[src/hsv2rgb_pkg.sv]
// Types and constants shared by the HSV to RGB converter.
// No dependencies; every other file of the block depends on this package.
package hsv2rgb_pkg;

  localparam int HUE_W = 16;
  localparam int Q8_W  = 9;
  localparam int CH_W  = 8;
  localparam int NUM_W = 22;

  localparam logic [Q8_W-1:0] FULL_Q8    = 9'd256;
  localparam logic [8:0]      DEG_FULL   = 9'd360;
  localparam logic [5:0]      DEG_SECTOR = 6'd60;
  localparam logic [13:0]     ONE_NUM    = 14'd15360;   // 256 * 60
  // Offsetting the hue by 2^15 turns it unsigned; 2^15 mod 360 = 8, so adding
  // 360 - 8 keeps the residue unchanged.
  localparam logic [16:0]     HUE_BIAS   = 17'd352;
  localparam logic [13:0]     RECIP45    = 14'd11651;   // ceil(2^19 / 45)
  localparam logic [14:0]     RECIP15    = 15'd17477;   // ceil(2^18 / 15)

  localparam logic [2:0] SECTOR_0 = 3'd0;
  localparam logic [2:0] SECTOR_1 = 3'd1;
  localparam logic [2:0] SECTOR_2 = 3'd2;
  localparam logic [2:0] SECTOR_3 = 3'd3;
  localparam logic [2:0] SECTOR_4 = 3'd4;
  localparam logic [2:0] SECTOR_5 = 3'd5;

  // Hue reduced to sector and remainder, with the clamped operands.
  typedef struct packed {
    logic            valid;
    logic [2:0]      sector;
    logic [5:0]      rem;
    logic [Q8_W-1:0] sat;
    logic [Q8_W-1:0] val;
  } hsv_sec_t;

  // Numerators of v, p, q and t over the denominator 256 * 256 * 60.
  typedef struct packed {
    logic             valid;
    logic [2:0]       sector;
    logic [NUM_W-1:0] n_v;
    logic [NUM_W-1:0] n_p;
    logic [NUM_W-1:0] n_q;
    logic [NUM_W-1:0] n_t;
  } hsv_num_t;

  typedef struct packed {
    logic            valid;
    logic [CH_W-1:0] red;
    logic [CH_W-1:0] green;
    logic [CH_W-1:0] blue;
  } rgb_pix_t;

endpackage

[src/hsv2rgb_if.sv]
// Valid/ready channel interfaces for the HSV input and the RGB output.
// Depends on hsv2rgb_pkg for the field widths.
interface hsv_if;
  logic                                       valid;
  logic                                       ready;
  logic signed [hsv2rgb_pkg::HUE_W-1:0]      hue_degrees;
  logic        [hsv2rgb_pkg::Q8_W-1:0]       brightness;
  modport source (output valid, hue_degrees, brightness, input ready);
  modport sink   (input valid, hue_degrees, brightness, output ready);
endinterface

interface rgb_if;
  logic                               valid;
  logic                               ready;
  logic [hsv2rgb_pkg::CH_W-1:0]      red;
  logic [hsv2rgb_pkg::CH_W-1:0]      green;
  logic [hsv2rgb_pkg::CH_W-1:0]      blue;
  modport source (output valid, red, green, blue, input ready);
  modport sink   (input valid, red, green, blue, output ready);
endinterface

[src/hsv2rgb_hue_wrap.sv]
// Three pipeline stages: hue modulo 360, then sector and remainder within it.
// Depends on hsv2rgb_pkg.
module hsv2rgb_hue_wrap (
  input  logic                                  clk,
  input  logic                                  rst,
  input  logic                                  adv,
  input  logic                                  in_valid,
  input  logic signed [hsv2rgb_pkg::HUE_W-1:0]  hue,
  input  logic        [hsv2rgb_pkg::Q8_W-1:0]   val_in,
  input  logic        [hsv2rgb_pkg::Q8_W-1:0]   sat_in,
  output hsv2rgb_pkg::hsv_sec_t                 sec_out
);
  import hsv2rgb_pkg::*;

  // Stage A: biased hue and reciprocal product for the division by 360.
  logic            a_valid;
  logic [16:0]     a_x;
  logic [27:0]     a_prod;
  logic [Q8_W-1:0] a_sat;
  logic [Q8_W-1:0] a_val;
  logic [16:0]     x_next;

  assign x_next = {1'b0, ~hue[15], hue[14:0]} + HUE_BIAS;

  always_ff @(posedge clk) begin
    if (rst) begin
      a_valid <= 1'b0;
    end else if (adv) begin
      a_valid <= in_valid;
    end
  end

  always_ff @(posedge clk) begin
    if (adv) begin
      a_x    <= x_next;
      a_prod <= 28'(x_next[16:3]) * 28'(RECIP45);
      a_sat  <= (sat_in > FULL_Q8) ? FULL_Q8 : sat_in;
      a_val  <= (val_in > FULL_Q8) ? FULL_Q8 : val_in;
    end
  end

  // Stage B: remainder x - 360 * q, corrected once.
  logic            b_valid;
  logic [8:0]      b_h;
  logic [Q8_W-1:0] b_sat;
  logic [Q8_W-1:0] b_val;
  logic [16:0]     r_raw;
  logic [16:0]     r_fix;

  assign r_raw = a_x - 17'(a_prod[27:19]) * 17'(DEG_FULL);
  assign r_fix = (r_raw >= 17'(DEG_FULL)) ? r_raw - 17'(DEG_FULL) : r_raw;

  always_ff @(posedge clk) begin
    if (rst) begin
      b_valid <= 1'b0;
    end else if (adv) begin
      b_valid <= a_valid;
    end
  end

  always_ff @(posedge clk) begin
    if (adv) begin
      b_h   <= r_fix[8:0];
      b_sat <= a_sat;
      b_val <= a_val;
    end
  end

  // Stage C: sector by comparison against the sector boundaries.
  logic [2:0] sector_next;
  logic [8:0] base;
  logic [8:0] rem_wide;

  always_comb begin
    priority if (b_h >= 9'd300) begin
      sector_next = SECTOR_5;
      base        = 9'd300;
    end else if (b_h >= 9'd240) begin
      sector_next = SECTOR_4;
      base        = 9'd240;
    end else if (b_h >= 9'd180) begin
      sector_next = SECTOR_3;
      base        = 9'd180;
    end else if (b_h >= 9'd120) begin
      sector_next = SECTOR_2;
      base        = 9'd120;
    end else if (b_h >= 9'(DEG_SECTOR)) begin
      sector_next = SECTOR_1;
      base        = 9'(DEG_SECTOR);
    end else begin
      sector_next = SECTOR_0;
      base        = 9'd0;
    end
  end

  assign rem_wide = b_h - base;

  always_ff @(posedge clk) begin
    if (rst) begin
      sec_out.valid <= 1'b0;
    end else if (adv) begin
      sec_out.valid <= b_valid;
    end
  end

  always_ff @(posedge clk) begin
    if (adv) begin
      sec_out.sector <= sector_next;
      sec_out.rem    <= rem_wide[5:0];
      sec_out.sat    <= b_sat;
      sec_out.val    <= b_val;
    end
  end

endmodule

[src/hsv2rgb_terms.sv]
// Two pipeline stages forming the exact numerators of v, p, q and t.
// Depends on hsv2rgb_pkg.
module hsv2rgb_terms (
  input  logic                  clk,
  input  logic                  rst,
  input  logic                  adv,
  input  hsv2rgb_pkg::hsv_sec_t sec_in,
  output hsv2rgb_pkg::hsv_num_t num_out
);
  import hsv2rgb_pkg::*;

  // Stage D: the factors (1 - s), (1 - s f) and (1 - s (1 - f)), scaled by 256 * 60.
  logic            d_valid;
  logic [2:0]      d_sector;
  logic [Q8_W-1:0] d_val;
  logic [13:0]     d_ap;
  logic [13:0]     d_aq;
  logic [13:0]     d_at;
  logic [14:0]     sq_prod;
  logic [14:0]     st_prod;
  logic [14:0]     ap_prod;
  logic [14:0]     aq_wide;
  logic [14:0]     at_wide;

  assign sq_prod = 15'(sec_in.sat) * 15'(sec_in.rem);
  assign st_prod = 15'(sec_in.sat) * 15'(DEG_SECTOR - sec_in.rem);
  assign ap_prod = 15'(FULL_Q8 - sec_in.sat) * 15'(DEG_SECTOR);
  assign aq_wide = 15'(ONE_NUM) - sq_prod;
  assign at_wide = 15'(ONE_NUM) - st_prod;

  always_ff @(posedge clk) begin
    if (rst) begin
      d_valid <= 1'b0;
    end else if (adv) begin
      d_valid <= sec_in.valid;
    end
  end

  always_ff @(posedge clk) begin
    if (adv) begin
      d_sector <= sec_in.sector;
      d_val    <= sec_in.val;
      d_ap     <= ap_prod[13:0];
      d_aq     <= aq_wide[13:0];
      d_at     <= at_wide[13:0];
    end
  end

  // Stage E: multiply each factor by the brightness.
  logic [22:0] nv_wide;
  logic [22:0] np_wide;
  logic [22:0] nq_wide;
  logic [22:0] nt_wide;

  assign nv_wide = 23'(d_val) * 23'(ONE_NUM);
  assign np_wide = 23'(d_val) * 23'(d_ap);
  assign nq_wide = 23'(d_val) * 23'(d_aq);
  assign nt_wide = 23'(d_val) * 23'(d_at);

  always_ff @(posedge clk) begin
    if (rst) begin
      num_out.valid <= 1'b0;
    end else if (adv) begin
      num_out.valid <= d_valid;
    end
  end

  always_ff @(posedge clk) begin
    if (adv) begin
      num_out.sector <= d_sector;
      num_out.n_v    <= nv_wide[NUM_W-1:0];
      num_out.n_p    <= np_wide[NUM_W-1:0];
      num_out.n_q    <= nq_wide[NUM_W-1:0];
      num_out.n_t    <= nt_wide[NUM_W-1:0];
    end
  end

endmodule

[src/hsv2rgb_scale.sv]
// Three pipeline stages: floor(n * 255 / (256 * 256 * 60)) per term, then the
// sector mapping onto red, green and blue. Depends on hsv2rgb_pkg.
module hsv2rgb_scale (
  input  logic                  clk,
  input  logic                  rst,
  input  logic                  adv,
  input  hsv2rgb_pkg::hsv_num_t num_in,
  output hsv2rgb_pkg::rgb_pix_t pix_out
);
  import hsv2rgb_pkg::*;

  // The denominator is 2^18 * 15: shift first, then divide by 15 by reciprocal.
  logic [NUM_W-1:0] nums [4];
  assign nums[0] = num_in.n_v;
  assign nums[1] = num_in.n_p;
  assign nums[2] = num_in.n_q;
  assign nums[3] = num_in.n_t;

  logic       f_valid;
  logic [2:0] f_sector;
  logic [11:0] f_m [4];
  logic       g_valid;
  logic [2:0] g_sector;
  logic [28:0] g_p [4];
  logic [CH_W-1:0] ch [4];
  logic [29:0] times255 [4];

  always_comb begin
    for (int i = 0; i < 4; i++) begin
      times255[i] = {nums[i], 8'd0} - 30'(nums[i]);
      ch[i]       = g_p[i][25:18];
    end
  end

  always_ff @(posedge clk) begin
    if (rst) begin
      f_valid <= 1'b0;
      g_valid <= 1'b0;
    end else if (adv) begin
      f_valid <= num_in.valid;
      g_valid <= f_valid;
    end
  end

  always_ff @(posedge clk) begin
    if (adv) begin
      f_sector <= num_in.sector;
      g_sector <= f_sector;
      for (int i = 0; i < 4; i++) begin
        f_m[i] <= times255[i][29:18];
        g_p[i] <= 29'(f_m[i]) * 29'(RECIP15);
      end
    end
  end

  // Stage H: sector mapping. Channel order in ch is v, p, q, t.
  logic [CH_W-1:0] r_sel;
  logic [CH_W-1:0] g_sel;
  logic [CH_W-1:0] b_sel;

  always_comb begin
    unique case (g_sector)
      SECTOR_1: begin r_sel = ch[2]; g_sel = ch[0]; b_sel = ch[1]; end
      SECTOR_2: begin r_sel = ch[1]; g_sel = ch[0]; b_sel = ch[3]; end
      SECTOR_3: begin r_sel = ch[1]; g_sel = ch[2]; b_sel = ch[0]; end
      SECTOR_4: begin r_sel = ch[3]; g_sel = ch[1]; b_sel = ch[0]; end
      SECTOR_5: begin r_sel = ch[0]; g_sel = ch[1]; b_sel = ch[2]; end
      default:  begin r_sel = ch[0]; g_sel = ch[3]; b_sel = ch[1]; end
    endcase
  end

  always_ff @(posedge clk) begin
    if (rst) begin
      pix_out.valid <= 1'b0;
    end else if (adv) begin
      pix_out.valid <= g_valid;
    end
  end

  always_ff @(posedge clk) begin
    if (adv) begin
      pix_out.red   <= r_sel;
      pix_out.green <= g_sel;
      pix_out.blue  <= b_sel;
    end
  end

endmodule

[src/hsv2rgb_skid.sv]
// Two-entry output skid buffer; its registered space flag advances the pipeline.
// Depends on hsv2rgb_pkg and the rgb_if interface.
module hsv2rgb_skid (
  input  logic                  clk,
  input  logic                  rst,
  input  hsv2rgb_pkg::rgb_pix_t pix_in,
  output logic                  adv,
  rgb_if.source                 rgb
);
  import hsv2rgb_pkg::*;

  logic            main_valid;
  logic            spare_valid;
  logic [CH_W-1:0] main_r, main_g, main_b;
  logic [CH_W-1:0] spare_r, spare_g, spare_b;
  logic            push;
  logic            pop;

  assign adv  = ~spare_valid;
  assign push = adv & pix_in.valid;
  assign pop  = main_valid & rgb.ready;

  always_ff @(posedge clk) begin
    if (rst) begin
      main_valid  <= 1'b0;
      spare_valid <= 1'b0;
    end else if (spare_valid) begin
      if (pop) begin
        spare_valid <= 1'b0;
      end
    end else if (!main_valid || pop) begin
      main_valid <= push;
    end else if (push) begin
      spare_valid <= 1'b1;
    end
  end

  always_ff @(posedge clk) begin
    if (spare_valid) begin
      if (pop) begin
        main_r <= spare_r;
        main_g <= spare_g;
        main_b <= spare_b;
      end
    end else if (!main_valid || pop) begin
      main_r <= pix_in.red;
      main_g <= pix_in.green;
      main_b <= pix_in.blue;
    end else begin
      spare_r <= pix_in.red;
      spare_g <= pix_in.green;
      spare_b <= pix_in.blue;
    end
  end

  assign rgb.valid = main_valid;
  assign rgb.red   = main_r;
  assign rgb.green = main_g;
  assign rgb.blue  = main_b;

endmodule

[src/hsv_to_rgb_color.sv]
// HSV to RGB converter, top level. An accepted beat passes through stages A to H
// and the skid buffer's main register to the output. Throughput is one beat per
// cycle while the skid buffer's spare entry is empty; the eight arithmetic stages
// and the output skid buffer all move together, gated by its registered space flag.
// Reset (rst, synchronous) empties the pipeline and sets saturation to 1.0 (256).
module hsv_to_rgb_color (
  input  logic                          clk,
  input  logic                          rst,
  input  logic                          wr_en,
  input  logic [hsv2rgb_pkg::Q8_W-1:0]  wr_data,
  hsv_if.sink                           hsv,
  rgb_if.source                         rgb
);
  import hsv2rgb_pkg::*;

  // The saturation register is sampled into the pipeline together with each beat,
  // so it only has to be stable while a beat enters. The user must write it while the
  // block is idle, which it does not enforce; then beats already in flight see no hazard.
  logic [Q8_W-1:0] saturation;

  always_ff @(posedge clk) begin
    if (rst) begin
      saturation <= FULL_Q8;
    end else if (wr_en) begin
      saturation <= wr_data;
    end
  end

  // One advance signal drives every stage. It comes straight from a flip-flop
  // in the skid buffer, so the input ready never depends on the output ready
  // through logic. When the skid buffer's spare entry is full the whole pipeline
  // holds, bubbles included, and nothing is lost or repeated.
  logic     adv;
  hsv_sec_t sec;
  hsv_num_t num;
  rgb_pix_t pix;

  assign hsv.ready = adv;

  // Stages A to C: hue modulo 360 by reciprocal multiply, then the sector and
  // the remainder within the sector. Saturation and brightness are clamped to 1.0.
  hsv2rgb_hue_wrap u_hue_wrap (
    .clk      (clk),
    .rst      (rst),
    .adv      (adv),
    .in_valid (hsv.valid),
    .hue      (hsv.hue_degrees),
    .val_in   (hsv.brightness),
    .sat_in   (saturation),
    .sec_out  (sec)
  );

  // Stages D and E: exact numerators of v, p, q and t over 256 * 256 * 60.
  hsv2rgb_terms u_terms (
    .clk     (clk),
    .rst     (rst),
    .adv     (adv),
    .sec_in  (sec),
    .num_out (num)
  );

  // Stages F to H: scale each numerator by 255 with truncation, then route the
  // four terms onto red, green and blue according to the sector.
  hsv2rgb_scale u_scale (
    .clk     (clk),
    .rst     (rst),
    .adv     (adv),
    .num_in  (num),
    .pix_out (pix)
  );

  // Output register with a spare entry, which parts the two handshakes.
  hsv2rgb_skid u_skid (
    .clk    (clk),
    .rst    (rst),
    .pix_in (pix),
    .adv    (adv),
    .rgb    (rgb)
  );

endmodule

[src/flat_wrapper.sv]
// flat-port wrapper written by rule: the top's interface ports become plain ports
module hsv_to_rgb_color_flat import hsv2rgb_pkg::*;
  (clk, rst, wr_en, wr_data, hsv_valid, hsv_hue_degrees, hsv_brightness, hsv_ready, rgb_valid, rgb_red, rgb_green, rgb_blue, rgb_ready);
  hsv_if hsv_i ();
  rgb_if rgb_i ();
  input  logic clk;
  input  logic rst;
  input  logic wr_en;
  input  logic [hsv2rgb_pkg::Q8_W-1:0] wr_data;
  input wire logic [$bits(hsv_i.valid)-1:0] hsv_valid;
  input wire logic [$bits(hsv_i.hue_degrees)-1:0] hsv_hue_degrees;
  input wire logic [$bits(hsv_i.brightness)-1:0] hsv_brightness;
  output wire logic [$bits(hsv_i.ready)-1:0] hsv_ready;
  output wire logic [$bits(rgb_i.valid)-1:0] rgb_valid;
  output wire logic [$bits(rgb_i.red)-1:0] rgb_red;
  output wire logic [$bits(rgb_i.green)-1:0] rgb_green;
  output wire logic [$bits(rgb_i.blue)-1:0] rgb_blue;
  input wire logic [$bits(rgb_i.ready)-1:0] rgb_ready;
  assign hsv_i.valid = hsv_valid;
  assign hsv_i.hue_degrees = hsv_hue_degrees;
  assign hsv_i.brightness = hsv_brightness;
  assign hsv_ready = hsv_i.ready;
  assign rgb_valid = rgb_i.valid;
  assign rgb_red = rgb_i.red;
  assign rgb_green = rgb_i.green;
  assign rgb_blue = rgb_i.blue;
  assign rgb_i.ready = rgb_ready;
  hsv_to_rgb_color u_core (.clk(clk), .rst(rst), .wr_en(wr_en), .wr_data(wr_data), .hsv(hsv_i), .rgb(rgb_i));
endmodule
[config.mk]
export PLATFORM = sky130hd
export DESIGN_NAME = hsv_to_rgb_color_flat
export DESIGN_NICKNAME = d
export VERILOG_FILES = /design/src/hsv2rgb_pkg.sv /design/src/hsv2rgb_if.sv /design/src/hsv2rgb_hue_wrap.sv /design/src/hsv2rgb_terms.sv /design/src/hsv2rgb_scale.sv /design/src/hsv2rgb_skid.sv /design/src/hsv_to_rgb_color.sv /design/src/flat_wrapper.sv
export SDC_FILE = /design/constraint.sdc
export NUM_CORES = 2
export LEC_CHECK = 0
export BUFFER_PORTS_ARGS = -buffer_cell sky130_fd_sc_hd__buf_2
export CORE_MARGIN = 1.5
export CORE_UTILIZATION = 60
export DETAILED_ROUTE_END_ITERATION = 8
export PLACE_DENSITY_LB_ADDON = 0.25
export SLEW_MARGIN = 20
export SYNTH_ARGS = -nofsm -noshare
export SYNTH_HDL_FRONTEND = slang
export SYNTH_SLANG_ARGS = --single-unit
[constraint.sdc]
create_clock -name clk -period 12.19 [get_ports clk]
set_input_delay 1.8285 -clock clk [delete_from_list [all_inputs] [get_ports clk]]
set_output_delay 1.8285 -clock clk [all_outputs]
set_load 0.01 [all_outputs]
==> results.yml <==
clocking:
  cts.sinks: 404
  cts_tree: "yes"
  cts_setup_buffers: 0
  root_buffer: "clkbuf_16"
  ctsResizeCount: 0
  clkTransAtPathRegs_ns: 0.07
  ctsLongestPathBuffers: 3
  h-tree-depth: 2
  ctsHoldBuffers: 0
  worstSkewPairLatency_ns: 0.61
  numCtsBuffers: 46
yosys:
  syn_area_per_cell_um2: 10.6
  syn-cell-area_mm2: 0.0416
  yosysUniqueCellTypes: 73
  syn_nets: 5031
  netlist_instances: 3916
  synth_ff_type: "edfxtp_1"
  yosysMostFrequentCell: "inv_1"
  synth_top_cells_by_count: "inv_1 (729), ha_1 (624), fa_1 (452)"
  yosysWarnings: 0
  synth_top_area_share: 0.278
  yosysTopAreaCell: "edfxtp_1"
  ys_top_cells_by_area: "edfxtp_1 (28%), fa_1 (22%), ha_1 (19%), inv_1 (6.6%), xnor2_1 (3.4%)"
  async_flop_share: 0
  yosys_register_bits: 404
  synth_edf_count: 385
  ys_seq_area_frac: 0.287
place:
  place_ws_ns: 3.91
  dp.cells: 4817
  hpwl_um: 58500
  gp_congestion: 0.874
  port_buffers: 64
setup_path:
  crit_arrival_ns: 8.07
  startpoint_type: "input pin"
  worstSetupEndpointType: "flop"
  rr_startpoint: "u_core.u_hue_wrap.a_prod[20]"
  crit_type: "input pin to flop"
  worstSetupStartpoint: "hsv_hue_degrees[5]"
  reg2regPathDepth: 25
  critPathRequiredTime_ns: 12.52
  cp_max_fo: 6
die:
  initial_core_util: 0.607
  placementRows: 96
  die_y_um: 266
  pin_count: 65
  die_x_um: 266
  die_area_mm2: 0.0709
  core_area_mm2: 0.0686
sta:
  fin_crit_sh: 0.635
  finalSetupViolCount: 0
  drv_slew: 0
  period_needed_ns: 7.74
  grt_setup_unrepaired: "false"
  layout_setup_ws_ns: 4.45
  fin_skew_ns: 0.0350
  setup-tns-final_ns: 0
  hold_viol: 0
  worst_slew_pin_slew_ns: 1.02
  slew_headroom: 0.314
  max_freq_mhz: 129
hold_path:
  min_from: "u_core.u_hue_wrap.b_h[0]"
  holdCritPathClass: "flop to flop"
  holdPathStages: 0
routing:
  drtAntennaViolNets: 0
  num_vias: 26500
  drt_iter0_markers: 1328
  totalWireLength_um: 76100
  viasPerCell: 5.41
  first_pass_iters: 7
  drc: 0
  avgRoutedWirePerCell_um: 15.5
layout:
  diodes: 0
  post-route-util: 0.648
  drive_above_1_share: 0.0499
  fillers: 5304
  layoutNonFillerInstCount: 4900
  areaGrowthSynthToFinish_pct: 6.88
  fin_nets: 5049
grt:
  grt_pass1_wl_um: 133000
  grt_usage: 0.228
  grt.overflow.total: 0
  grt_max_degree: 146
  grt_pass1_vias: 27700
  antenna_found_initial: 0
job:
  drv_cap: 0
status:
  status: "completed"
-- stage by stage --
step / cell area [µm²] / hold WS [ns]
4_1_cts: 44500 / 0.379
6_report: 44500 / 0.390
3_3_place_gp: 42800 / 0.401
5_1_grt: 44500 / 0.399
3_5_place_dp: 42800 / 0.405
2_1_floorplan: 41600 / 0.400
-- metal layers --
| layer | up-vias | wire length, µm | GRT usage |
|---|---|---|---|
| met2 | 496 | 37400 | 0.399 |
| met1 | 13000 | 34100 | 0.302 |
| met5 | - | 0 | 0 |
| met3 | 105 | 2780 | 0.0233 |
| li1 | 13000 | - | - |
| met4 | 0 | 1770 | 0.0593 |
-- sequential cells by signal, indices dropped and copies added, names as in the netlist, 12 cells and up --
register,cells
u_core.u_scale.pix_out,25
u_core.u_terms.d_at,13
u_core.u_scale.g_p,32
u_core.u_terms.d_aq,14
u_core.u_scale.f_m,48
u_core.u_hue_wrap.a_x,17
u_core.u_terms.num_out,79
u_core.u_terms.d_ap,12
u_core.u_hue_wrap.sec_out,28
-- critical path, cell delays in order --
cell and delay [ns]:
buf_2 0.12, inv_1 0.17, ha_1 0.22, nor2b_1 0.06
o21a_1 0.22, nor2_1 0.44, ha_1 0.40, fa_1 0.47
fa_1 0.49, inv_1 0.05, fa_1 0.47, inv_1 0.05
fa_1 0.44, ha_1 0.29, ha_1 0.30, a211oi_1 0.21
o22ai_1 0.13, o41ai_2 0.33, a21boi_1 0.20, a31o_1 0.31
o41a_1 0.38, a21o_1 0.23, a21oi_1 0.18, xnor2_1 0.08
-- layout by cell type, fill, tap and decap left out, types with 8 or more instances in the layout --
master       n
inv_1      728
ha_1       624
fa_1       452
edfxtp_1   385
nand2_1    321
and2_1     218
xnor2_1    161
nor2_1     148
a21oi_1    141
o21ai_0     64
buf_2       64
xor2_1      52
clkbuf_16   46
a21o_1      45
nor3_1      42
nor2b_1     36
nand3_1     32
o21a_1      26
mux2_2      25
o21bai_1    23
nand2b_1    21
mux2i_1     18
dfxtp_1     18
a31oi_1     16
nor4_1      14
a211oi_1    14
nand4_1     14
buf_4       13
and3_1      12
or4_1       11
a221oi_1    11
o31ai_1      9
a221o_1      9
bufinv_16    9
a222oi_1     8
clkinv_2     8
-- worst paths after layout --
kind / to / slack [ns]
max: u_core.u_hue_wrap.a_prod[26] / 4.45
min: u_core.u_hue_wrap.sec_out[18] / 0.39
max reg2reg: u_core.u_hue_wrap.b_h[6] / 6.34
min reg2reg: u_core.u_hue_wrap.sec_out[18] / 0.39
-- logic make-up (layout without fill, tap and decap cells) --
kind of cell,Yosys count,after routing,share of synthesized area
adders and majority gates,1076,1076,0.405
AOI/OAI and AO/OA,440,440,0.0694
xor gates and xnor gates,214,214,0.0452
buffers and inverters,837,890,0.0756
and+or+nand+nor,902,902,0.107
DFF,404,404,0.287
muxes,43,43,0.0111
-- final cells by class --
class | instances | area (µm²) | share of cell area
multi-input combinational | 2675 | 26500 | 0.597
clock buffer | 51 | 1170 | 0.0263
inverter | 729 | 2740 | 0.0617
timing repair buffer | 78 | 438 | 0.00985
clock inverter | 32 | 483 | 0.0109
tap | 931 | 1160 | 0.0262
sequential | 404 | 11900 | 0.269
Power is not shown: default switching activity piles up to over one toggle a cycle in this logic, so the estimate is an artifact.
